<file path="src/hw/rtl/rmc_fifo.sv">
// Small register queue with full and empty flags.
// Generic; no package dependency.
module rmc_fifo #(
	parameter int unsigned WIDTH = 8,
	parameter int unsigned DEPTH = 2
) (
	input  logic             clk,
	input  logic             arst_n,
	input  logic             push,
	input  logic [WIDTH-1:0] wr_data,
	input  logic             pop,
	output logic [WIDTH-1:0] rd_data,
	output logic             full,
	output logic             empty
);

	localparam int unsigned PTR_W = (DEPTH > 1) ? $clog2(DEPTH) : 1;
	localparam int unsigned CNT_W = $clog2(DEPTH + 1);

	logic [WIDTH-1:0] mem_q [DEPTH];
	logic [PTR_W-1:0] wr_ptr_q, rd_ptr_q;
	logic [CNT_W-1:0] count_q;
	logic             do_push, do_pop;

	assign full    = (count_q == CNT_W'(DEPTH));
	assign empty   = (count_q == '0);
	assign do_push = push && !full;
	assign do_pop  = pop && !empty;
	assign rd_data = mem_q[rd_ptr_q];

	always_ff @(posedge clk) begin
		if (do_push) begin
			mem_q[wr_ptr_q] <= wr_data;
		end
	end

	always_ff @(posedge clk or negedge arst_n) begin
		if (!arst_n) begin
			wr_ptr_q <= '0;
			rd_ptr_q <= '0;
			count_q  <= '0;
		end else begin
			if (do_push) begin
				wr_ptr_q <= (wr_ptr_q == PTR_W'(DEPTH - 1)) ? '0 : wr_ptr_q + 1'b1;
			end
			if (do_pop) begin
				rd_ptr_q <= (rd_ptr_q == PTR_W'(DEPTH - 1)) ? '0 : rd_ptr_q + 1'b1;
			end
			if (do_push && !do_pop) begin
				count_q <= count_q + 1'b1;
			end else if (do_pop && !do_push) begin
				count_q <= count_q - 1'b1;
			end
		end
	end

endmodule

</file>
<file path="config.mk">
export PLATFORM = sky130hd
export DESIGN_NAME = rmc_fifo
export DESIGN_NICKNAME = d
export VERILOG_FILES = /design/src/hw/rtl/rmc_fifo.sv
export SDC_FILE = /design/constraint.sdc
export NUM_CORES = 1
export LEC_CHECK = 0
export ABC_AREA = 1
export ABC_CLOCK_PERIOD_IN_PS = 1300
export BUFFER_PORTS_ARGS = -buffer_cell sky130_fd_sc_hd__clkbuf_2
export CAP_MARGIN = 20
export CELL_PAD_IN_SITES_DETAIL_PLACEMENT = 0
export CELL_PAD_IN_SITES_GLOBAL_PLACEMENT = 1
export CORE_ASPECT_RATIO = 0.6
export CORE_UTILIZATION = 34
export DETAILED_ROUTE_END_ITERATION = 16
export GPL_ROUTABILITY_DRIVEN = 0
export PLACE_DENSITY = 0.76
export SETUP_SLACK_MARGIN = 0.4
export SYNTH_ARGS = -nofsm -noshare
export SYNTH_HDL_FRONTEND = slang
export SYNTH_SLANG_ARGS = --single-unit
</file>
<file path="constraint.sdc">
create_clock -name clk -period 1.3 [get_ports clk]
set_input_delay 0.065 -clock clk [delete_from_list [all_inputs] [get_ports clk]]
set_output_delay 0.065 -clock clk [all_outputs]
set_load 0.05 [all_outputs]
</file>
==> flow_summary.json <==
{
  "combPwrFrac_pct": 64.7,
  "finalSetupViolations": 0,
  "pwr-share-seq_pct": 25.8,
  "worstReg2RegStart": "count_q[0]",
  "cpMostUsedCell": "nand2_1",
  "clkPwrFrac_pct": 9.5,
  "synth_cells": 73,
  "max_freq_mhz": 801,
  "grt_pass1_vias": 583,
  "worstPathCellList": "o21ai_2 > ha_4 > inv_2 > nand3_1 > nand2_1 > nand2_1",
  "drt-pass1-iter-count": 3,
  "ir_drop_mv": 1.35,
  "post_drt_wl_per_cell_um": 12.5,
  "multi_input_area_sq_um": 408,
  "worstRegToRegCells": 6,
  "utilization_pct": 70.1,
  "grt_usage_pct": 15.8,
  "critical-path-slowest-cell": "dfrtp_2",
  "final_hold_viol_count": 0,
  "p_leak_nw": 0.707,
  "antenna_cells": 0,
  "area_delta_synth_final_pct": 91.5,
  "synthFlopType": "edfxtp_1",
  "cts_tree": "done",
  "die_h_um": 39.8,
  "ys.warnings.count": 0,
  "rsz0062_at_grt": "yes",
  "fin_nets": 126,
  "met3_usage_pct": 5.81,
  "cts_buffers": 3,
  "dpl.hpwl_mm": 1.13,
  "grt_pass1_wl_mm": 2.71,
  "insertion_delay_ps": 250,
  "fin_area_sq_mm": 0.00155,
  "grt_use_met2_pct": 27.9,
  "rr_endpoint": "count_q[1]",
  "crit_end": "count_q[1]",
  "cp_top_family": "flip-flops",
  "yosysUniqueCellTypes": 14,
  "worst_slew_pin_slew_ps": 224,
  "grt_overflow": 0,
  "ys_ff_latch": 20,
  "ys_top_cells_by_area": "edfxtp_1, nand2_1, dfrtp_1",
  "final.setup_skew_ps": 2.89,
  "htreeDepth": 1,
  "die-area_sq_mm": 0.00259,
  "path_class": "register to register",
  "antenna_found_initial": 0,
  "grt_most_used_layer": "met2",
  "switching_share_pct": 42.3,
  "synth-seq-area-share_pct": 71.7,
  "final-seq-area_sq_um": 583,
  "synth_commonest_cells": "nand2_1, edfxtp_1, inv_1",
  "yosys.area.top_type": "edfxtp_1",
  "fillCellCount": 160,
  "gr-usage-met1_pct": 18.3,
  "cts.clk_slew.worst_paths_ps": 70,
  "cp-end-kind": "register",
  "synth.top_cell.area_share_pct": 59.4,
  "critPathBufInv": 1,
  "maxCapViolCount": 0,
  "grt_max_degree": 12,
  "drt_iter0_drc": 6,
  "period_share_pct": 96.0,
  "num_rows": 13,
  "maxSlewViolCount": 0,
  "hold_start": "wr_data[3]",
  "via_count": 605,
  "drt.antenna.violating_nets": 0,
  "synth-edff-count": 16,
  "p_int_mw": 2.41,
  "slowest_delay_ps": 460,
  "port_buffers": 21,
  "coreArea_sq_mm": 0.00221,
  "cts-root-buf": "clkbuf_8",
  "clockBufferDepth": 2,
  "syn_area_sq_um": 810,
  "cp.depth": 6,
  "synth_most_common_cell": "nand2_1",
  "critPathLaunchType": "register",
  "arrival_ps": 1400,
  "min_path_type": "primary input to register",
  "start_util_pct": 36.6,
  "worstPathMaxFanout": 5,
  "synth_nets": 86,
  "synthArstFlopShare_pct": 20.0,
  "powerDensity_mw_per_mm2": 2690,
  "drcViolationCount": 0,
  "switchingPower_mw": 1.77,
  "fin_crit_ps": 1250,
  "avgSynthCellArea_sq_um": 11.1,
  "vias_per_cell": 4.26,
  "drt-total-wl_mm": 1.78,
  "die_w_um": 65.0,
  "critPathRequiredTime_ps": 1450,
  "cts.sinks": 20,
  "status": "completed",
  "ios": 22,
  "placed_cell_area_sq_mm": 0.00105,
  "worstSetupStartpoint": "count_q[0]",
  "maxSlewHeadroom_pct": 85.1,
  "drive_gt1_share_pct": 65.2,
  "rrSetupSlack_ps": 50,
  "timing.setup.tns_ps": 0
}
==> stage by stage <==
stage | power [mW] | hold slack (ps) | cells | setup WS, ps
6_report | 4.17 | 6.97 | 142 | 52.0
3_5_place_dp | 2.55 | -115 | 127 | -106
3_3_place_gp | 2.53 | -118 | 127 | -99.2
5_1_grt | 4.39 | -2.73 | 142 | -4.51
4_1_cts | 4.02 | 6.73 | 141 | -0.378
2_1_floorplan | 2.21 | -231 | 73 | -157
==> metal layers <==
layer / vias to the layer above / wire (um)
li1: 315 / -
met1: 272 / 757
met2: 16 / 923
met3: 2 / 84
met4: 0 / 14
met5: - / 0
==> cells in the final DEF, fill, tap and decap left out, drive strengths merged <==
| cell | count |
|---|---|
| xnor2 | 1 |
| dlygate4sd3 | 3 |
| nand3b | 1 |
| nand4 | 1 |
| nand3 | 1 |
| nand2 | 33 |
| clkbuf | 23 |
| ha | 1 |
| dfrtp | 4 |
| o21ai | 2 |
| nor2 | 4 |
| inv | 7 |
| clkinv | 2 |
| buf | 13 |
| edfxtp | 16 |
==> worst min path at each step <==
stage | cells after the start | to
after floorplan | 0 | count_q[0]
after global placement | 1 | wr_ptr_q
after detailed placement | 1 | count_q[1]
after CTS | 1 | mem_q[1][6]
after global routing | 1 | mem_q[0][3]
final | 1 | mem_q[0][3]
==> worst reg2reg max path, delay by kind of cell, from the launching register on <==
family,cells,cell delay (ps)
simple gates,3,160
flops,1,460
fa+ha+maj,1,250
compound gates,1,230
buf+inv,1,50
==> kinds of logic (layout without fill, tap and decap cells) <==
kind of cell    after synthesis  after routing  synth area share [%]
flops                        20             20                  71.7
xor+xnor                      1              1                  1.08
buf+inv                       9             48                  4.33
compound gates                2              2                  1.24
simple gates                 40             40                  20.1
fa+ha+maj                     1              1                  1.55
==> registers in the layout (all words and copies together) (netlist names) <==
name	count
wr_ptr_q	1
count_q	2
rd_ptr_q	1
mem_q	16
==> repair_timing <==
item	in CTS	in global routing
setup buffers	8	0
hold buffers	2	1
hold endpoints to repair	6	2
pin swaps	10	4
endpoints found under the setup margin	30	30
resized for setup	66	16
==> power by group through the flow <==
stage | Sequential (mW) | Combinational (mW) | Clock [mW]
after floorplan | 0.982 | 1.23 | 0
after global placement | 1.03 | 1.50 | 0
after detailed placement | 1.04 | 1.52 | 0
after CTS | 1.07 | 2.54 | 0.408
after global routing | 1.10 | 2.85 | 0.441
final | 1.08 | 2.70 | 0.397
==> layout make-up <==
class	count	share of cell area, %
repair buffers	36	28.0
multi-input cells	44	26.3
flip-flops and latches	20	37.6
well taps	30	2.42
inverters	8	2.74
clock inverters	1	0.242
clock buffers	3	2.66
(Power assumes the default switching activity.)
