### src/hw/rtl/rmc_pkg.sv
// Shared types, character codes and constants of the RMC position parser.
// Used by rmc_front, rmc_back and the top level; no dependencies.
package rmc_pkg;

	// parameter defaults
	localparam int unsigned MINUTE_FRAC_DIGITS_DEF = 5;
	localparam int unsigned VALUE_FRAC_DIGITS_DEF  = 3;

	// queue depths
	localparam int unsigned MID_DEPTH = 2;
	localparam int unsigned OUT_DEPTH = 4;

	// character codes
	localparam logic [7:0] CH_COMMA = 8'h2C;
	localparam logic [7:0] CH_DOT   = 8'h2E;
	localparam logic [7:0] CH_ZERO  = 8'h30;
	localparam logic [7:0] CH_NINE  = 8'h39;
	localparam logic [7:0] CH_SOUTH = 8'h53;
	localparam logic [7:0] CH_WEST  = 8'h57;

	// field numbers, the leading tag is field one
	localparam logic [3:0] FLD_FIRST = 4'd1;
	localparam logic [3:0] FLD_LAT   = 4'd4;
	localparam logic [3:0] FLD_NS    = 4'd5;
	localparam logic [3:0] FLD_LON   = 4'd6;
	localparam logic [3:0] FLD_EW    = 4'd7;
	localparam logic [3:0] FLD_SPD   = 4'd8;
	localparam logic [3:0] FLD_CRS   = 4'd9;
	localparam logic [3:0] FLD_MAX   = 4'd15;

	// widths sized for the largest parameter values
	localparam int unsigned ACC_W     = 27;  // minutes, speed: below 1e8
	localparam int unsigned CRS_W     = 24;  // course: below 1e7
	localparam int unsigned LAT_DEG_W = 7;
	localparam int unsigned LON_DEG_W = 10;
	localparam int unsigned P10_W     = 20;  // up to 1e6
	localparam int unsigned E7_W      = 24;
	localparam int unsigned DEG_E7_W  = 34;
	localparam int unsigned X_W       = 30;  // minutes in 1e-7 units, below 1e9
	localparam int unsigned RECIP_W   = 31;
	localparam int unsigned RECIP_SHIFT = 36;
	localparam int unsigned Q_W       = 25;
	localparam int unsigned ANG_W     = 35;
	localparam int unsigned LAT_W     = 31;
	localparam int unsigned SPD_OUT_W = 24;
	localparam int unsigned CRS_OUT_W = 20;

	localparam logic [E7_W-1:0] E7 = 24'd10000000;
	// ceil(2^36 / 60): exact quotient for any value below 2^30
	localparam logic [RECIP_W-1:0] RECIP_60 = 31'd1145324613;

	typedef enum logic [1:0] {
		ST_OK      = 2'd0,
		ST_MISSING = 2'd1,
		ST_CONV    = 2'd2
	} rmc_status_t;

	// one closed sentence, front to back
	typedef struct packed {
		logic [3:0]           present;
		logic                 bad;
		logic [1:0]           hemi;     // bit0 south, bit1 west
		logic [LAT_DEG_W-1:0] lat_deg;
		logic [ACC_W-1:0]     lat_min;
		logic [2:0]           lat_kept;
		logic [LON_DEG_W-1:0] lon_deg;
		logic [ACC_W-1:0]     lon_min;
		logic [2:0]           lon_kept;
		logic [ACC_W-1:0]     spd;
		logic [2:0]           spd_kept;
		logic [CRS_W-1:0]     crs;
		logic [2:0]           crs_kept;
	} rmc_rec_t;

	typedef struct packed {
		rmc_status_t                 status;
		logic signed [LAT_W-1:0]     lat;
		logic signed [ANG_W-1:0]     lon;
		logic [SPD_OUT_W-1:0]        spd;
		logic [CRS_OUT_W-1:0]        crs;
	} rmc_res_t;

	function automatic logic [P10_W-1:0] pow10(input logic [2:0] n);
		logic [P10_W-1:0] r;
		unique case (n)
			3'd0:    r = 20'd1;
			3'd1:    r = 20'd10;
			3'd2:    r = 20'd100;
			3'd3:    r = 20'd1000;
			3'd4:    r = 20'd10000;
			3'd5:    r = 20'd100000;
			3'd6:    r = 20'd1000000;
			default: r = 20'd0;
		endcase
		return r;
	endfunction

endpackage

### src/hw/rtl/rmc_back.sv
// Conversion pipeline: scales fractions, turns minutes into 1e-7 degree,
// applies signs and saturation. Depends on rmc_pkg.
module rmc_back #(
	parameter int unsigned MINUTE_FRAC_DIGITS = rmc_pkg::MINUTE_FRAC_DIGITS_DEF,
	parameter int unsigned VALUE_FRAC_DIGITS  = rmc_pkg::VALUE_FRAC_DIGITS_DEF
) (
	input  logic              clk,
	input  logic              arst_n,
	input  logic              in_valid,
	input  rmc_pkg::rmc_rec_t in_rec,
	output logic              in_pop,
	input  logic              out_full,
	output logic              out_push,
	output rmc_pkg::rmc_res_t out_res
);

	localparam int unsigned ACC_W = rmc_pkg::ACC_W;
	localparam int unsigned CRS_W = rmc_pkg::CRS_W;
	localparam int unsigned P10_W = rmc_pkg::P10_W;
	localparam int unsigned X_W   = rmc_pkg::X_W;
	localparam int unsigned Q_W   = rmc_pkg::Q_W;
	localparam int unsigned ANG_W = rmc_pkg::ANG_W;
	localparam int unsigned DE_W  = rmc_pkg::DEG_E7_W;
	localparam logic [2:0] MF = 3'(MINUTE_FRAC_DIGITS);
	localparam logic [2:0] VF = 3'(VALUE_FRAC_DIGITS);
	localparam logic [P10_W-1:0] MIN_SCALE =
		rmc_pkg::pow10(3'(7 - MINUTE_FRAC_DIGITS));
	localparam int unsigned PA_W = ACC_W + P10_W;
	localparam int unsigned PR_W = X_W + rmc_pkg::RECIP_W;

	logic en;

	// stage 1: fraction padding and degree scaling
	logic [PA_W-1:0] lat_ms_p, lon_ms_p, spd_p, crs_p;
	logic [DE_W-1:0] lat_de_p, lon_de_p;
	rmc_pkg::rmc_status_t st_in;

	logic                 v_s1;
	rmc_pkg::rmc_status_t st_s1;
	logic [1:0]           neg_s1;
	logic [DE_W-1:0]      lat_de_s1, lon_de_s1;
	logic [ACC_W-1:0]     lat_ms_s1, lon_ms_s1, spd_s1;
	logic [CRS_W-1:0]     crs_s1;

	// stage 2: minutes to 1e-7 units, signed degree part, saturation
	logic [PA_W-1:0] lat_x_p, lon_x_p;

	logic                        v_s2;
	rmc_pkg::rmc_status_t        st_s2;
	logic [1:0]                  neg_s2;
	logic signed [ANG_W-1:0]     lat_dn_s2, lon_dn_s2;
	logic [X_W-1:0]              lat_x_s2, lon_x_s2;
	logic [rmc_pkg::SPD_OUT_W-1:0] spd_s2;
	logic [rmc_pkg::CRS_OUT_W-1:0] crs_s2;

	// stage 3: divide by sixty through the reciprocal
	logic [PR_W-1:0] lat_qp, lon_qp;

	logic                        v_s3;
	rmc_pkg::rmc_status_t        st_s3;
	logic [1:0]                  neg_s3;
	logic signed [ANG_W-1:0]     lat_dn_s3, lon_dn_s3;
	logic [Q_W-1:0]              lat_q_s3, lon_q_s3;
	logic [rmc_pkg::SPD_OUT_W-1:0] spd_s3;
	logic [rmc_pkg::CRS_OUT_W-1:0] crs_s3;

	logic signed [ANG_W-1:0] lat_ang, lon_ang, lat_qs, lon_qs;

	assign en     = !out_full;
	assign in_pop = en && in_valid;

	always_comb begin
		lat_ms_p = PA_W'(in_rec.lat_min) * PA_W'(rmc_pkg::pow10(MF - in_rec.lat_kept));
		lon_ms_p = PA_W'(in_rec.lon_min) * PA_W'(rmc_pkg::pow10(MF - in_rec.lon_kept));
		spd_p    = PA_W'(in_rec.spd) * PA_W'(rmc_pkg::pow10(VF - in_rec.spd_kept));
		crs_p    = PA_W'(in_rec.crs) * PA_W'(rmc_pkg::pow10(VF - in_rec.crs_kept));
		lat_de_p = DE_W'(in_rec.lat_deg) * DE_W'(rmc_pkg::E7);
		lon_de_p = DE_W'(in_rec.lon_deg) * DE_W'(rmc_pkg::E7);
		// a missing field wins over a conversion error
		if (in_rec.present != 4'hF) begin
			st_in = rmc_pkg::ST_MISSING;
		end else if (in_rec.bad) begin
			st_in = rmc_pkg::ST_CONV;
		end else begin
			st_in = rmc_pkg::ST_OK;
		end
	end

	assign lat_x_p = PA_W'(lat_ms_s1) * PA_W'(MIN_SCALE);
	assign lon_x_p = PA_W'(lon_ms_s1) * PA_W'(MIN_SCALE);
	assign lat_qp  = PR_W'(lat_x_s2) * PR_W'(rmc_pkg::RECIP_60);
	assign lon_qp  = PR_W'(lon_x_s2) * PR_W'(rmc_pkg::RECIP_60);

	always_ff @(posedge clk) begin
		if (en) begin
			st_s1     <= st_in;
			neg_s1    <= in_rec.hemi;
			lat_de_s1 <= lat_de_p;
			lon_de_s1 <= lon_de_p;
			lat_ms_s1 <= ACC_W'(lat_ms_p);
			lon_ms_s1 <= ACC_W'(lon_ms_p);
			spd_s1    <= ACC_W'(spd_p);
			crs_s1    <= CRS_W'(crs_p);

			st_s2     <= st_s1;
			neg_s2    <= neg_s1;
			lat_dn_s2 <= neg_s1[0] ? -$signed(ANG_W'(lat_de_s1)) : $signed(ANG_W'(lat_de_s1));
			lon_dn_s2 <= neg_s1[1] ? -$signed(ANG_W'(lon_de_s1)) : $signed(ANG_W'(lon_de_s1));
			lat_x_s2  <= X_W'(lat_x_p);
			lon_x_s2  <= X_W'(lon_x_p);
			spd_s2    <= (spd_s1 > ACC_W'({rmc_pkg::SPD_OUT_W{1'b1}})) ?
				{rmc_pkg::SPD_OUT_W{1'b1}} : rmc_pkg::SPD_OUT_W'(spd_s1);
			crs_s2    <= (crs_s1 > CRS_W'({rmc_pkg::CRS_OUT_W{1'b1}})) ?
				{rmc_pkg::CRS_OUT_W{1'b1}} : rmc_pkg::CRS_OUT_W'(crs_s1);

			st_s3     <= st_s2;
			neg_s3    <= neg_s2;
			lat_dn_s3 <= lat_dn_s2;
			lon_dn_s3 <= lon_dn_s2;
			lat_q_s3  <= lat_qp[rmc_pkg::RECIP_SHIFT +: Q_W];
			lon_q_s3  <= lon_qp[rmc_pkg::RECIP_SHIFT +: Q_W];
			spd_s3    <= spd_s2;
			crs_s3    <= crs_s2;
		end
	end

	always_ff @(posedge clk or negedge arst_n) begin
		if (!arst_n) begin
			v_s1 <= 1'b0;
			v_s2 <= 1'b0;
			v_s3 <= 1'b0;
		end else if (en) begin
			v_s1 <= in_valid;
			v_s2 <= v_s1;
			v_s3 <= v_s2;
		end
	end

	// -(deg + q) = (-deg) - q, so one add or subtract
	assign lat_qs  = $signed(ANG_W'(lat_q_s3));
	assign lon_qs  = $signed(ANG_W'(lon_q_s3));
	assign lat_ang = neg_s3[0] ? lat_dn_s3 - lat_qs : lat_dn_s3 + lat_qs;
	assign lon_ang = neg_s3[1] ? lon_dn_s3 - lon_qs : lon_dn_s3 + lon_qs;

	assign out_push = v_s3 && en;

	always_comb begin
		out_res.status = st_s3;
		if (st_s3 == rmc_pkg::ST_OK) begin
			out_res.lat = lat_ang[rmc_pkg::LAT_W-1:0];
			out_res.lon = lon_ang;
			out_res.spd = spd_s3;
			out_res.crs = crs_s3;
		end else begin
			out_res.lat = '0;
			out_res.lon = '0;
			out_res.spd = '0;
			out_res.crs = '0;
		end
	end

endmodule

### config.mk
export PLATFORM = sky130hd
export DESIGN_NAME = rmc_back
export DESIGN_NICKNAME = d
export VERILOG_FILES = /design/src/hw/rtl/rmc_pkg.sv /design/src/hw/rtl/rmc_back.sv
export SDC_FILE = /design/constraint.sdc
export NUM_CORES = 2
export LEC_CHECK = 0
export ABC_AREA = 0
export BUFFER_PORTS_ARGS = -buffer_cell sky130_fd_sc_hd__buf_4
export CORE_MARGIN = 4
export CORE_UTILIZATION = 55
export CTS_CLUSTER_SIZE = 20
export DETAILED_ROUTE_END_ITERATION = 6
export PLACE_DENSITY = 0.77
export REMOVE_ABC_BUFFERS = 1
export SETUP_SLACK_MARGIN = 0.5
export SLEW_MARGIN = 20
export SYNTH_ARGS = -nofsm -noshare
export SYNTH_HDL_FRONTEND = slang
export SYNTH_SLANG_ARGS = --single-unit
export TNS_END_PERCENT = 10
### constraint.sdc
create_clock -name clk -period 9.2 [get_ports clk]
set_input_delay 1.84 -clock clk [delete_from_list [all_inputs] [get_ports clk]]
set_output_delay 1.84 -clock clk [all_outputs]
set_load 0.01 [all_outputs]
==> results_dict.tcl <==
set metrics [dict create \
    status "complete, no violations" \
    cap_violations 0 \
    synth_area_leaders "fa_1 (30%), edfxtp_1 (18%), ha_1 (17%)" \
    vias_per_cell 5.389 \
    cts_max_path_buffers 3 \
    yosys.area.top_type "fa_1" \
    syn_inst 8265 \
    rsz0062_at_grt "yes" \
    fin_util_pct 59.77 \
    critPathArrivalTime_ns 8.85 \
    synth_ff_type "edfxtp_1" \
    cp_max_fo 6 \
    cts_tree "built" \
    overflow 0 \
    cts.sinks 469 \
    worst-setup-path-type "in2reg" \
    drc 0 \
    syn_area_per_cell_um2 9.667 \
    worst_pin_slew_ns 1.098 \
    finClkSkew_ns 0.02044 \
    antenna_left 0 \
    drive_gt1_share_pct 6.718 \
    die-area_um2 151400 \
    yosys_warnings 0 \
    max_freq_mhz 117.5 \
    grt_pass1_vias 59500 \
    grt_antenna_before_repair 0 \
    clockRootBuffer "clkbuf_16" \
    wl_mm 180.7 \
    fin_cells 10400 \
    drtIter0Drc 3600 \
    finalSetupTns_ns 0 \
    ios 259 \
    nets 10910 \
    syn2layout_area_growth_pct 7.728 \
    dp_cells 10300 \
    grt_pass1_wl_mm 300.8 \
    synth_most_common_cell "inv_1" \
    start_kind "primary input" \
    synthDominantCellAreaShare_pct 30.32 \
    syn_area_um2 79900 \
    cp.required_ns 9.54 \
    ys_ff_latch 469 \
    fp-row-count 139 \
    yosys.cell_types.count 103 \
    crit_slowest_cell "fa_1" \
    holdCritPathClass "reg2reg" \
    dr.pass1.iters 6 \
    slowest_delay_ns 0.49 \
    fillers 12010 \
    wl_per_cell_um 17.37 \
    ctsHtreeMaxLevel 2 \
    diodes 0 \
    slew_headroom_pct 24.90 \
    finalWorstSetupSlack_ns 0.6883 \
    synth-edff-count 466 \
    seq_area_frac_synth_pct 17.61 \
    initial_core_util_pct 55.49 \
    min_period_ns 8.512 \
    fin_crit_sh_pct 92.52 \
    hold_buffers 0 \
    cts_made_buffers 53 \
    track_usage_pct 24.29 \
    crit_top_cell "fa_1" \
    hold_viol_final 0 \
    core_area_um2 144000 \
    place_hpwl_mm 151.0 \
    async_flop_share_pct 0.6397 \
    die_h_um 389.2 \
    setup_viol 0 \
    end_kind "flop" \
    portBuffers 258 \
    clkTransAtPathRegs_ns 0.06 \
    vias 56060 \
    gp_congestion 0.9487 \
    post-place-ws_ns -0.1136 \
    clock_latency_ns 0.62 \
    finalMaxSlewViolations 0 \
    synth_common_cells "inv_1 (1,994), fa_1 (1,210), ha_1 (1,103)" \
    grt_max_degree 182 \
    fp.dieW_um 389.2 \
]
==> logic make-up after synthesis <==
logic type,Yosys count,share of synthesized area [%]
simple gates,1944,12.09
compound gates,836,6.998
buf+inv,2227,10.49
flops,469,17.61
other cells,1,0.004693
mux,12,0.1535
fa+ha+maj,2313,47.59
xor+xnor,463,5.075
==> cell type report <==
type / count / area, um^2 / area share, %
inverter: 1994 / 7492 / 8.704
clock buffer: 56 / 1359 / 1.579
clock inverter: 44 / 464.2 / 0.5393
timing repair buffer: 368 / 2804 / 3.258
sequential: 469 / 14070 / 16.34
multi-input combinational: 5569 / 57510 / 66.81
tap: 1903 / 2381 / 2.766
==> timing repair <==
action | in CTS | in global routing
endpoints found under the setup margin | 0 | 11
gates resized for setup | 0 | 8
setup buffers | 0 | 0
==> path summary, 6_finish.rpt <==
path,cells past startpoint,startpoint,to,slack [ns]
setup / recovery,30,in_rec[58],lon_ms_s1[24]$_DFFE_PN_,0.69
hold / removal,0,lon_dn_s2[28]$_DFFE_PN_,lon_dn_s3[28]$_DFFE_PN_,0.41
setup reg to reg,22,lon_x_s2[6]$_DFFE_PN_,lon_q_s3[24]$_DFFE_PN_,2.35
hold reg to reg,0,lon_dn_s2[28]$_DFFE_PN_,lon_dn_s3[28]$_DFFE_PN_,0.41
max in group asynchronous,1,arst_n,v_s3$_DFFE_PN0N_,8.10
min in group asynchronous,1,arst_n,v_s1$_DFFE_PN0N_,1.01
==> worst max-delay path: cells and delay by family <==
family	cells	cell delay [ns]
compound gates	8	1.86
buf+inv	7	0.52
simple gates	4	0.68
xor+xnor	2	0.32
fa+ha+maj	9	3.63
==> placed cells by master, fill, tap and decap left out, types with 9 or more instances in the layout <==
master	instances
nand3_1	68
nor4_1	15
ha_1	1102
a31o_2	11
xnor2_1	363
nor2_1	281
clkbuf_16	54
o211ai_1	23
o2111ai_1	10
edfxtp_1	466
inv_1	1993
a22oi_1	13
xor2_1	100
a21o_1	98
clkinv_2	9
nand2_1	697
or3_1	29
a31oi_1	21
fa_1	1210
o21a_1	38
and2_1	369
and3_1	144
a211oi_1	25
o31ai_1	22
or2_2	42
nand2b_1	96
mux2i_1	10
nor3_1	90
nand4_1	22
buf_4	364
o21bai_1	52
clkinv_1	13
a21oi_1	248
nor2b_1	39
o21ai_0	142
==> registers in the layout, indices dropped and copies added (netlist names), 20 cells and up <==
signal	count
lat_x_s2	28
lon_dn_s2	28
lon_dn_s3	28
lon_x_s2	28
lat_ms_s1	27
lon_de_s1	27
lon_ms_s1	27
spd_s1	27
lat_q_s3	25
lon_q_s3	25
crs_s1	24
lat_de_s1	24
lat_dn_s2	24
lat_dn_s3	24
spd_s2	24
spd_s3	24
crs_s2	20
crs_s3	20
==> through the flow <==
step	cell area, um^2	hold slack (ns)
floorplan	79010	0.4003
global placement	84220	0.4009
detailed placement	84220	0.4045
CTS	86040	0.4140
global route	86080	0.4227
finish	86080	0.4118
==> metal layers <==
layer	share of wire (%)	vias to the layer above	GRT usage [%]
li1	-	26360	-
met1	44	27730	33.71
met2	48	1651	40.79
met3	6.1	315	3.048
met4	2.5	0	5.986
met5	0	-	0
Power is not shown: default switching activity piles up to over one toggle a cycle in this logic, so the estimate is an artifact.
