===== src/hw/rtl/rmc_pkg.sv =====
// Shared types, character codes and constants of the RMC position parser.
// Used by rmc_front, rmc_back and the top level; no dependencies.
package rmc_pkg;

	// parameter defaults
	localparam int unsigned MINUTE_FRAC_DIGITS_DEF = 5;
	localparam int unsigned VALUE_FRAC_DIGITS_DEF  = 3;

	// queue depths
	localparam int unsigned MID_DEPTH = 2;
	localparam int unsigned OUT_DEPTH = 4;

	// character codes
	localparam logic [7:0] CH_COMMA = 8'h2C;
	localparam logic [7:0] CH_DOT   = 8'h2E;
	localparam logic [7:0] CH_ZERO  = 8'h30;
	localparam logic [7:0] CH_NINE  = 8'h39;
	localparam logic [7:0] CH_SOUTH = 8'h53;
	localparam logic [7:0] CH_WEST  = 8'h57;

	// field numbers, the leading tag is field one
	localparam logic [3:0] FLD_FIRST = 4'd1;
	localparam logic [3:0] FLD_LAT   = 4'd4;
	localparam logic [3:0] FLD_NS    = 4'd5;
	localparam logic [3:0] FLD_LON   = 4'd6;
	localparam logic [3:0] FLD_EW    = 4'd7;
	localparam logic [3:0] FLD_SPD   = 4'd8;
	localparam logic [3:0] FLD_CRS   = 4'd9;
	localparam logic [3:0] FLD_MAX   = 4'd15;

	// widths sized for the largest parameter values
	localparam int unsigned ACC_W     = 27;  // minutes, speed: below 1e8
	localparam int unsigned CRS_W     = 24;  // course: below 1e7
	localparam int unsigned LAT_DEG_W = 7;
	localparam int unsigned LON_DEG_W = 10;
	localparam int unsigned P10_W     = 20;  // up to 1e6
	localparam int unsigned E7_W      = 24;
	localparam int unsigned DEG_E7_W  = 34;
	localparam int unsigned X_W       = 30;  // minutes in 1e-7 units, below 1e9
	localparam int unsigned RECIP_W   = 31;
	localparam int unsigned RECIP_SHIFT = 36;
	localparam int unsigned Q_W       = 25;
	localparam int unsigned ANG_W     = 35;
	localparam int unsigned LAT_W     = 31;
	localparam int unsigned SPD_OUT_W = 24;
	localparam int unsigned CRS_OUT_W = 20;

	localparam logic [E7_W-1:0] E7 = 24'd10000000;
	// ceil(2^36 / 60): exact quotient for any value below 2^30
	localparam logic [RECIP_W-1:0] RECIP_60 = 31'd1145324613;

	typedef enum logic [1:0] {
		ST_OK      = 2'd0,
		ST_MISSING = 2'd1,
		ST_CONV    = 2'd2
	} rmc_status_t;

	// one closed sentence, front to back
	typedef struct packed {
		logic [3:0]           present;
		logic                 bad;
		logic [1:0]           hemi;     // bit0 south, bit1 west
		logic [LAT_DEG_W-1:0] lat_deg;
		logic [ACC_W-1:0]     lat_min;
		logic [2:0]           lat_kept;
		logic [LON_DEG_W-1:0] lon_deg;
		logic [ACC_W-1:0]     lon_min;
		logic [2:0]           lon_kept;
		logic [ACC_W-1:0]     spd;
		logic [2:0]           spd_kept;
		logic [CRS_W-1:0]     crs;
		logic [2:0]           crs_kept;
	} rmc_rec_t;

	typedef struct packed {
		rmc_status_t                 status;
		logic signed [LAT_W-1:0]     lat;
		logic signed [ANG_W-1:0]     lon;
		logic [SPD_OUT_W-1:0]        spd;
		logic [CRS_OUT_W-1:0]        crs;
	} rmc_res_t;

	function automatic logic [P10_W-1:0] pow10(input logic [2:0] n);
		logic [P10_W-1:0] r;
		unique case (n)
			3'd0:    r = 20'd1;
			3'd1:    r = 20'd10;
			3'd2:    r = 20'd100;
			3'd3:    r = 20'd1000;
			3'd4:    r = 20'd10000;
			3'd5:    r = 20'd100000;
			3'd6:    r = 20'd1000000;
			default: r = 20'd0;
		endcase
		return r;
	endfunction

endpackage


===== src/hw/rtl/rmc_front.sv =====
// Byte parser: splits the sentence at commas and accumulates the fields.
// Depends on rmc_pkg; emits one rmc_rec_t per sentence.
module rmc_front #(
	parameter int unsigned MINUTE_FRAC_DIGITS = rmc_pkg::MINUTE_FRAC_DIGITS_DEF,
	parameter int unsigned VALUE_FRAC_DIGITS  = rmc_pkg::VALUE_FRAC_DIGITS_DEF
) (
	input  logic              clk,
	input  logic              arst_n,
	input  logic              accept,
	input  logic [7:0]        char_in,
	input  logic              last_char,
	output logic              rec_push,
	output rmc_pkg::rmc_rec_t rec
);

	localparam int unsigned ACC_W = rmc_pkg::ACC_W;
	localparam int unsigned CRS_W = rmc_pkg::CRS_W;
	localparam logic [2:0] MF = 3'(MINUTE_FRAC_DIGITS);
	localparam logic [2:0] VF = 3'(VALUE_FRAC_DIGITS);

	logic [3:0] field_q, field_n;
	logic [4:0] pos_q, pos_n;
	logic       dot_q, dot_n;
	logic [2:0] icnt_q, icnt_n, fcnt_q, fcnt_n;
	logic [rmc_pkg::LAT_DEG_W-1:0] lat_deg_q, lat_deg_n;
	logic [rmc_pkg::LON_DEG_W-1:0] lon_deg_q, lon_deg_n;
	logic [ACC_W-1:0] lat_min_q, lat_min_n, lon_min_q, lon_min_n, spd_q, spd_n;
	logic [CRS_W-1:0] crs_q, crs_n;
	logic [2:0] lat_kept_q, lat_kept_n, lon_kept_q, lon_kept_n;
	logic [2:0] spd_kept_q, spd_kept_n, crs_kept_q, crs_kept_n;
	logic [1:0] hemi_q, hemi_n;
	logic [3:0] present_q, present_n;
	logic       bad_q, bad_n;

	logic             is_digit, is_comma, is_dot;
	logic [3:0]       digit;
	logic             num_act, deg_act, acc_wr;
	logic [ACC_W-1:0] acc_cur, acc_mac;
	logic [2:0]       int_lim, frac_lim;
	logic [rmc_pkg::LON_DEG_W-1:0] deg_cur, deg_mac;
	logic [2:0]       kept;
	logic             no_digit;

	assign is_digit = (char_in >= rmc_pkg::CH_ZERO) && (char_in <= rmc_pkg::CH_NINE);
	assign is_comma = (char_in == rmc_pkg::CH_COMMA);
	assign is_dot   = (char_in == rmc_pkg::CH_DOT);
	assign digit    = char_in[3:0];

	always_comb begin
		field_n    = field_q;
		pos_n      = pos_q;
		dot_n      = dot_q;
		icnt_n     = icnt_q;
		fcnt_n     = fcnt_q;
		lat_deg_n  = lat_deg_q;
		lon_deg_n  = lon_deg_q;
		lat_min_n  = lat_min_q;
		lon_min_n  = lon_min_q;
		spd_n      = spd_q;
		crs_n      = crs_q;
		lat_kept_n = lat_kept_q;
		lon_kept_n = lon_kept_q;
		spd_kept_n = spd_kept_q;
		crs_kept_n = crs_kept_q;
		hemi_n     = hemi_q;
		present_n  = present_q;
		bad_n      = bad_q;
		acc_wr     = 1'b0;

		// number lane of the current field
		num_act  = 1'b0;
		deg_act  = 1'b0;
		acc_cur  = '0;
		int_lim  = 3'd0;
		frac_lim = 3'd0;
		deg_cur  = '0;
		unique case (field_q)
			rmc_pkg::FLD_LAT: begin
				num_act  = (pos_q >= 5'd2);
				deg_act  = !num_act;
				acc_cur  = lat_min_q;
				int_lim  = 3'd2;
				frac_lim = MF;
				deg_cur  = 10'(lat_deg_q);
			end
			rmc_pkg::FLD_LON: begin
				num_act  = (pos_q >= 5'd3);
				deg_act  = !num_act;
				acc_cur  = lon_min_q;
				int_lim  = 3'd2;
				frac_lim = MF;
				deg_cur  = lon_deg_q;
			end
			rmc_pkg::FLD_SPD: begin
				num_act  = 1'b1;
				acc_cur  = spd_q;
				int_lim  = 3'd4;
				frac_lim = VF;
			end
			rmc_pkg::FLD_CRS: begin
				num_act  = 1'b1;
				acc_cur  = ACC_W'(crs_q);
				int_lim  = 3'd3;
				frac_lim = VF;
			end
			default: begin
			end
		endcase
		acc_mac = ACC_W'(acc_cur * ACC_W'(10)) + ACC_W'(digit);
		deg_mac = 10'(deg_cur * 10'd10) + 10'(digit);

		if (!is_comma) begin
			if (field_q >= rmc_pkg::FLD_LAT && field_q <= rmc_pkg::FLD_EW) begin
				present_n[2'(field_q - rmc_pkg::FLD_LAT)] = 1'b1;
			end
			if (num_act) begin
				if (is_digit) begin
					if (!dot_q) begin
						if (icnt_q >= int_lim) begin
							bad_n = 1'b1;
						end else begin
							acc_wr = 1'b1;
						end
						icnt_n = (icnt_q < 3'd7) ? icnt_q + 1'b1 : icnt_q;
					end else begin
						acc_wr = (fcnt_q < frac_lim);
						fcnt_n = (fcnt_q < 3'd7) ? fcnt_q + 1'b1 : fcnt_q;
					end
				end else if (is_dot) begin
					if (dot_q) begin
						bad_n = 1'b1;
					end
					dot_n = 1'b1;
				end else begin
					bad_n = 1'b1;
				end
			end
			if (deg_act) begin
				if (!is_digit) begin
					bad_n = 1'b1;
				end else if (field_q == rmc_pkg::FLD_LAT) begin
					lat_deg_n = rmc_pkg::LAT_DEG_W'(deg_mac);
				end else begin
					lon_deg_n = deg_mac;
				end
			end
			if (acc_wr) begin
				unique case (field_q)
					rmc_pkg::FLD_LAT: lat_min_n = acc_mac;
					rmc_pkg::FLD_LON: lon_min_n = acc_mac;
					rmc_pkg::FLD_SPD: spd_n = acc_mac;
					default:          crs_n = CRS_W'(acc_mac);
				endcase
			end
			// hemisphere counts only when the field is exactly one letter
			if (field_q == rmc_pkg::FLD_NS) begin
				hemi_n[0] = (pos_q == 5'd0) && (char_in == rmc_pkg::CH_SOUTH);
			end
			if (field_q == rmc_pkg::FLD_EW) begin
				hemi_n[1] = (pos_q == 5'd0) && (char_in == rmc_pkg::CH_WEST);
			end
			pos_n = (pos_q < 5'd31) ? pos_q + 1'b1 : pos_q;
		end

		// field close: on a comma the counters are unchanged, on a final
		// non-comma byte they already include that byte
		kept     = (fcnt_n < frac_lim) ? fcnt_n : frac_lim;
		no_digit = (icnt_n == 3'd0) && (fcnt_n == 3'd0);
		if (is_comma || last_char) begin
			if (pos_n != 5'd0 && num_act) begin
				bad_n = bad_n || no_digit;
				unique case (field_q)
					rmc_pkg::FLD_LAT: lat_kept_n = kept;
					rmc_pkg::FLD_LON: lon_kept_n = kept;
					rmc_pkg::FLD_SPD: spd_kept_n = kept;
					default:          crs_kept_n = kept;
				endcase
			end else if (pos_n != 5'd0 && deg_act) begin
				// degree digits only, minute part empty
				bad_n = 1'b1;
			end
			pos_n  = '0;
			dot_n  = 1'b0;
			icnt_n = '0;
			fcnt_n = '0;
		end
		if (is_comma && field_q < rmc_pkg::FLD_MAX) begin
			field_n = field_q + 1'b1;
		end
	end

	assign rec_push = accept && last_char;

	always_comb begin
		rec.present  = present_n;
		rec.bad      = bad_n;
		rec.hemi     = hemi_n;
		rec.lat_deg  = lat_deg_n;
		rec.lat_min  = lat_min_n;
		rec.lat_kept = lat_kept_n;
		rec.lon_deg  = lon_deg_n;
		rec.lon_min  = lon_min_n;
		rec.lon_kept = lon_kept_n;
		rec.spd      = spd_n;
		rec.spd_kept = spd_kept_n;
		rec.crs      = crs_n;
		rec.crs_kept = crs_kept_n;
	end

	always_ff @(posedge clk or negedge arst_n) begin
		if (!arst_n) begin
			field_q    <= rmc_pkg::FLD_FIRST;
			pos_q      <= '0;
			dot_q      <= 1'b0;
			icnt_q     <= '0;
			fcnt_q     <= '0;
			lat_deg_q  <= '0;
			lon_deg_q  <= '0;
			lat_min_q  <= '0;
			lon_min_q  <= '0;
			spd_q      <= '0;
			crs_q      <= '0;
			lat_kept_q <= '0;
			lon_kept_q <= '0;
			spd_kept_q <= '0;
			crs_kept_q <= '0;
			hemi_q     <= '0;
			present_q  <= '0;
			bad_q      <= 1'b0;
		end else if (accept) begin
			if (last_char) begin
				field_q    <= rmc_pkg::FLD_FIRST;
				pos_q      <= '0;
				dot_q      <= 1'b0;
				icnt_q     <= '0;
				fcnt_q     <= '0;
				lat_deg_q  <= '0;
				lon_deg_q  <= '0;
				lat_min_q  <= '0;
				lon_min_q  <= '0;
				spd_q      <= '0;
				crs_q      <= '0;
				lat_kept_q <= '0;
				lon_kept_q <= '0;
				spd_kept_q <= '0;
				crs_kept_q <= '0;
				hemi_q     <= '0;
				present_q  <= '0;
				bad_q      <= 1'b0;
			end else begin
				field_q    <= field_n;
				pos_q      <= pos_n;
				dot_q      <= dot_n;
				icnt_q     <= icnt_n;
				fcnt_q     <= fcnt_n;
				lat_deg_q  <= lat_deg_n;
				lon_deg_q  <= lon_deg_n;
				lat_min_q  <= lat_min_n;
				lon_min_q  <= lon_min_n;
				spd_q      <= spd_n;
				crs_q      <= crs_n;
				lat_kept_q <= lat_kept_n;
				lon_kept_q <= lon_kept_n;
				spd_kept_q <= spd_kept_n;
				crs_kept_q <= crs_kept_n;
				hemi_q     <= hemi_n;
				present_q  <= present_n;
				bad_q      <= bad_n;
			end
		end
	end

endmodule


===== config.mk =====
export PLATFORM = sky130hd
export DESIGN_NAME = rmc_front
export DESIGN_NICKNAME = d
export VERILOG_FILES = /design/src/hw/rtl/rmc_pkg.sv /design/src/hw/rtl/rmc_front.sv
export SDC_FILE = /design/constraint.sdc
export NUM_CORES = 1
export LEC_CHECK = 0
export ABC_CLOCK_PERIOD_IN_PS = 17100
export BUFFER_PORTS_ARGS = -buffer_cell sky130_fd_sc_hd__buf_2
export CORE_MARGIN = 5
export CORE_UTILIZATION = 47
export DETAILED_ROUTE_END_ITERATION = 10
export PLACE_DENSITY = 0.67
export SLEW_MARGIN = 0
export SYNTH_ARGS = -nofsm -noshare
export SYNTH_HDL_FRONTEND = slang
export SYNTH_SLANG_ARGS = --single-unit

===== constraint.sdc =====
create_clock -name clk -period 17.1 [get_ports clk]
set_input_delay 3.42 -clock clk [delete_from_list [all_inputs] [get_ports clk]]
set_output_delay 3.42 -clock clk [all_outputs]
set_load 0.005 [all_outputs]

==> reports/metrics.csv <==
stage,metric,value,unit
sta,final setup fails,0,
global_routing,largest net degree at the start of global routing,93,
synth,yosys warns,0,
floorplanning,DIE WIDTH,165.8,um
cts,clock buffer count from CTS,17,
cts,CTS tree,done,
power,NetSw,0.2212,mW
placement,post-placement cell area,0.01239,mm2
synth,Compound-Gate Fraction of Synth Area,28.18,%
cts,# clock sinks,157,
synth,biggest area consumer among synthesized cells,dfrtp_1,
layout,share of cells above drive strength 1,18.19,%
power,Reg power frac,46.9,%
routing,initial drt markers,990,
power,Clk pwr share,47.9,%
routing,vias per inst,6.074,
floorplanning,effective utilization at floorplan,47.34,%
cts,Post-CTS Setup Bufs,0,
sta,setup TNS,0,ps
setup_path,Worst Reg2Reg Path Length in Cells,19,
cts,post-CTS sizing,0,
synth,multiplexer share of the synthesized area,3.969,%
setup_path,Worst R2R Setup Slack,10790,ps
cts,worst-skew pair later-pin latency,440,ps
setup_path,WP data arrival,6770,ps
cts,"CTS clk-pin slew, worst paths",70,ps
setup_path,CP Capture Type,output pin,
layout,Filler cells,2277,
layout,design area,0.01299,mm2
placement,PortBufs,153,
floorplanning,I/O pins,154,
worst_hold_path,WHS Path Cells,1,
synth,top_reg_cell synth,dfrtp_1,
power,Max VDD drop,60.13,uV
synth,number of flops mapped to enable cells by yosys,0,
cts,Hold Buf Count CTS,0,
routing,Routed WL per cell,20.01,um
sta,Max Fclk,0.09813,GHz
layout,area grow syn2layout,13.79,%
sta,Max-Slew Margin vs Limit,24.18,%
power,PnR Total Power,0.8002,mW
setup_path,Critical Setup Path Class,flop to output pin,
sta,Final Hold Viols,0,
sta,Final period util,59.60,%
routing,DR pass1 iterations,5,
floorplanning,die height,165.8,um
outcome,outcome,"finished, final reports clean",
sta,RSZ-0062 raised after global routing,no,
synth,Syn Std Cell Area,0.01141,mm2
cts,CTS H-tree depth,4,
worst_hold_path,Worst Hold Class,flop to flop,
global_routing,initial antenna violation count,0,
synth,largest family of logic cells by synthesized area,compound AO/OA/AOI/OAI gates,
cts,Root Driver,clkbuf_16,
cts,Clock Tree Buf Depth,2,
synth,"Seq/Total Area, Yosys",34.44,%
synth,top post-synthesis cells by area,"dfrtp_1, a22o_1, ha_1, nand2_1, o21ai_0",
sta,hold_ws,488.8,ps
layout,ANT cells,0,
setup_path,CP max FO,21,
power,Int Pwr,0.5789,mW
power,Pwr Density,61.62,mW/mm2
floorplanning,Core Area,0.02411,mm2
global_routing,number of global-route vias before repair,10360,
synth,Synthesized Nets,1398,
synth,XOR/XNOR Fraction of Synth Area,4.890,%
routing,DRC viols,0,
setup_path,Worst Setup SP,field_q[0],
sta,Pins Over Slew Limit,0,
setup_path,CP Launch Type,flop,
layout,"commonest non-fill, non-tap cell in the layout",nand2_1,
synth,syn_area_per_cell,8.724,um2
power,P_leak,6.424,nW
global_routing,total grt overflow,0,
layout,"commonest cells after routing, fill and taps aside","nand2_1, o21ai_0, dfrtp_1",
sta,clk_skew,13.67,ps
sta,Worst-Margin Slew,1129,ps
floorplanning,Die ar.,0.02749,mm2
routing,Post-Route WL,35070,um
layout,Nets,1506,
power,power share of the combinational group,5.1,%
synth,area share of and/or/nand/nor cells after synthesis,15.92,%
placement,DPL Wire Length,25040,um
floorplanning,Rows,57,
setup_path,worst r2r src,field_q[0],
synth,Async SR Flop Fraction,100.0,%
synth,post-synthesis register bit count,157,
power,Sw Share,27.65,%
synth,post-synthesis cell count,1308,
global_routing,GRT Total Usage,24.96,%
synth,Netlist cell types,79,
sta,min cycle time layout,10190,ps
global_routing,first-pass GRT wire length,56730,um
run,Max-cap violations,0,
routing,Via Count,10650,
synth,Post-Synth Adder-Cell Area,8.838,%
synth,Yosys top cell area share,34.21,%
worst_hold_path,Hold Crit Start,present_q[1],
setup_path,data required time of the worst path,13680,ps
placement,GP Congestion,0.9404,
routing,Antenna Violating Nets Remaining,0,
[cell families after synthesis]
group / after synthesis
compound gates: 465
simple gates: 395
flops: 157
buf+inv: 109
fa+ha+maj: 79
xor+xnor: 62
mux: 41
[power groups by stage]
stage	clock network, mW	registers, mW	logic [mW]
after floorplan	0	0.382	0.0220
after global placement	0	0.383	0.0404
after detailed placement	0	0.383	0.0408
after CTS	0.389	0.376	0.0410
after global routing	0.404	0.376	0.0455
final	0.384	0.376	0.0408
[path summary, 6_finish.rpt]
| path | end |
|---|---|
| min in group asynchronous | lat_min_q[16] |
| min | present_q[1] |
| max reg2reg | spd_q[22] |
| max | rec[52] |
| max in group asynchronous | lon_min_q[9] |
| min reg2reg | present_q[1] |
[final cells by class]
cell class                      instances  area, um2  area share [%]
Tap cell                              324      405.4           3.122
Timing Repair Buffer                  166      869.6           6.697
Clock buffer                           17      425.4           3.276
Inverter                               32      120.1          0.9250
Multi-Input combinational cell       1042       7067           54.42
Sequential cell                       157       3930           30.27
Clock inverter                         15      167.7           1.291
[critical path, cell delays in order (launching register included)]
cell and delay (ps):
dfstp_2 580, inv_1 70, ha_1 270, and3b_1 550, buf_4 380, a22o_1 250, a221o_1 310, ha_1 200
ha_1 230, fa_1 430, a211oi_1 310, o21ai_2 170, o311a_1 370, nor2_1 180, o21ai_0 140, xor2_1 270
and4_1 380, nand4_1 190, xor2_1 660, o21ai_0 190, buf_2 170
[routing by layer]
| metal | global-route usage [%] | vias to the layer above | wire length, um |
|---|---|---|---|
| li1 | - | 5040 | - |
| met1 | 33.70 | 5130 | 15370 |
| met2 | 40.09 | 411 | 16050 |
| met3 | 5.999 | 67 | 2721 |
| met4 | 7.461 | 0 | 937 |
| met5 | 0 | - | 0 |
[cells in the mapped netlist (5+ instances only)]
cell type	n
a21oi_1	52
nor3_1	15
inv_1	31
a22oi_1	15
mux2i_1	7
nor4_1	5
a221o_1	18
ha_1	75
o211ai_1	6
xnor2_1	22
o2bb2ai_1	12
xor2_1	38
nand4_1	11
clkbuf_1	64
a21o_1	18
o21a_1	11
nor2b_1	9
nand3_1	24
buf_1	6
a22o_1	108
and3_1	9
mux2_2	34
and2_1	15
nor2_1	37
nand2_1	230
a31oi_1	11
nand2b_1	12
dfrtp_1	156
o21ai_0	162
[through the flow]
step	util, %	instances	setup WS (ps)
floorplan	-	1308	7997
global placement	51.41	1721	7294
detailed placement	51.41	1721	7297
CTS	53.87	1753	6908
global route	53.87	1753	6518
finish	53.87	1753	6909
[flip-flops by register name, indices dropped and copies added, names as in the netlist]
signal      count
dot_q           1
pos_q           5
field_q         4
spd_kept_q      3
lon_kept_q      3
hemi_q          2
lat_kept_q      3
lat_deg_q       7
lat_min_q      27
spd_q          27
present_q       4
crs_q          24
bad_q           1
icnt_q          3
crs_kept_q      3
lon_deg_q      10
lon_min_q      27
fcnt_q          3
Power figures use the tool's default switching activity.
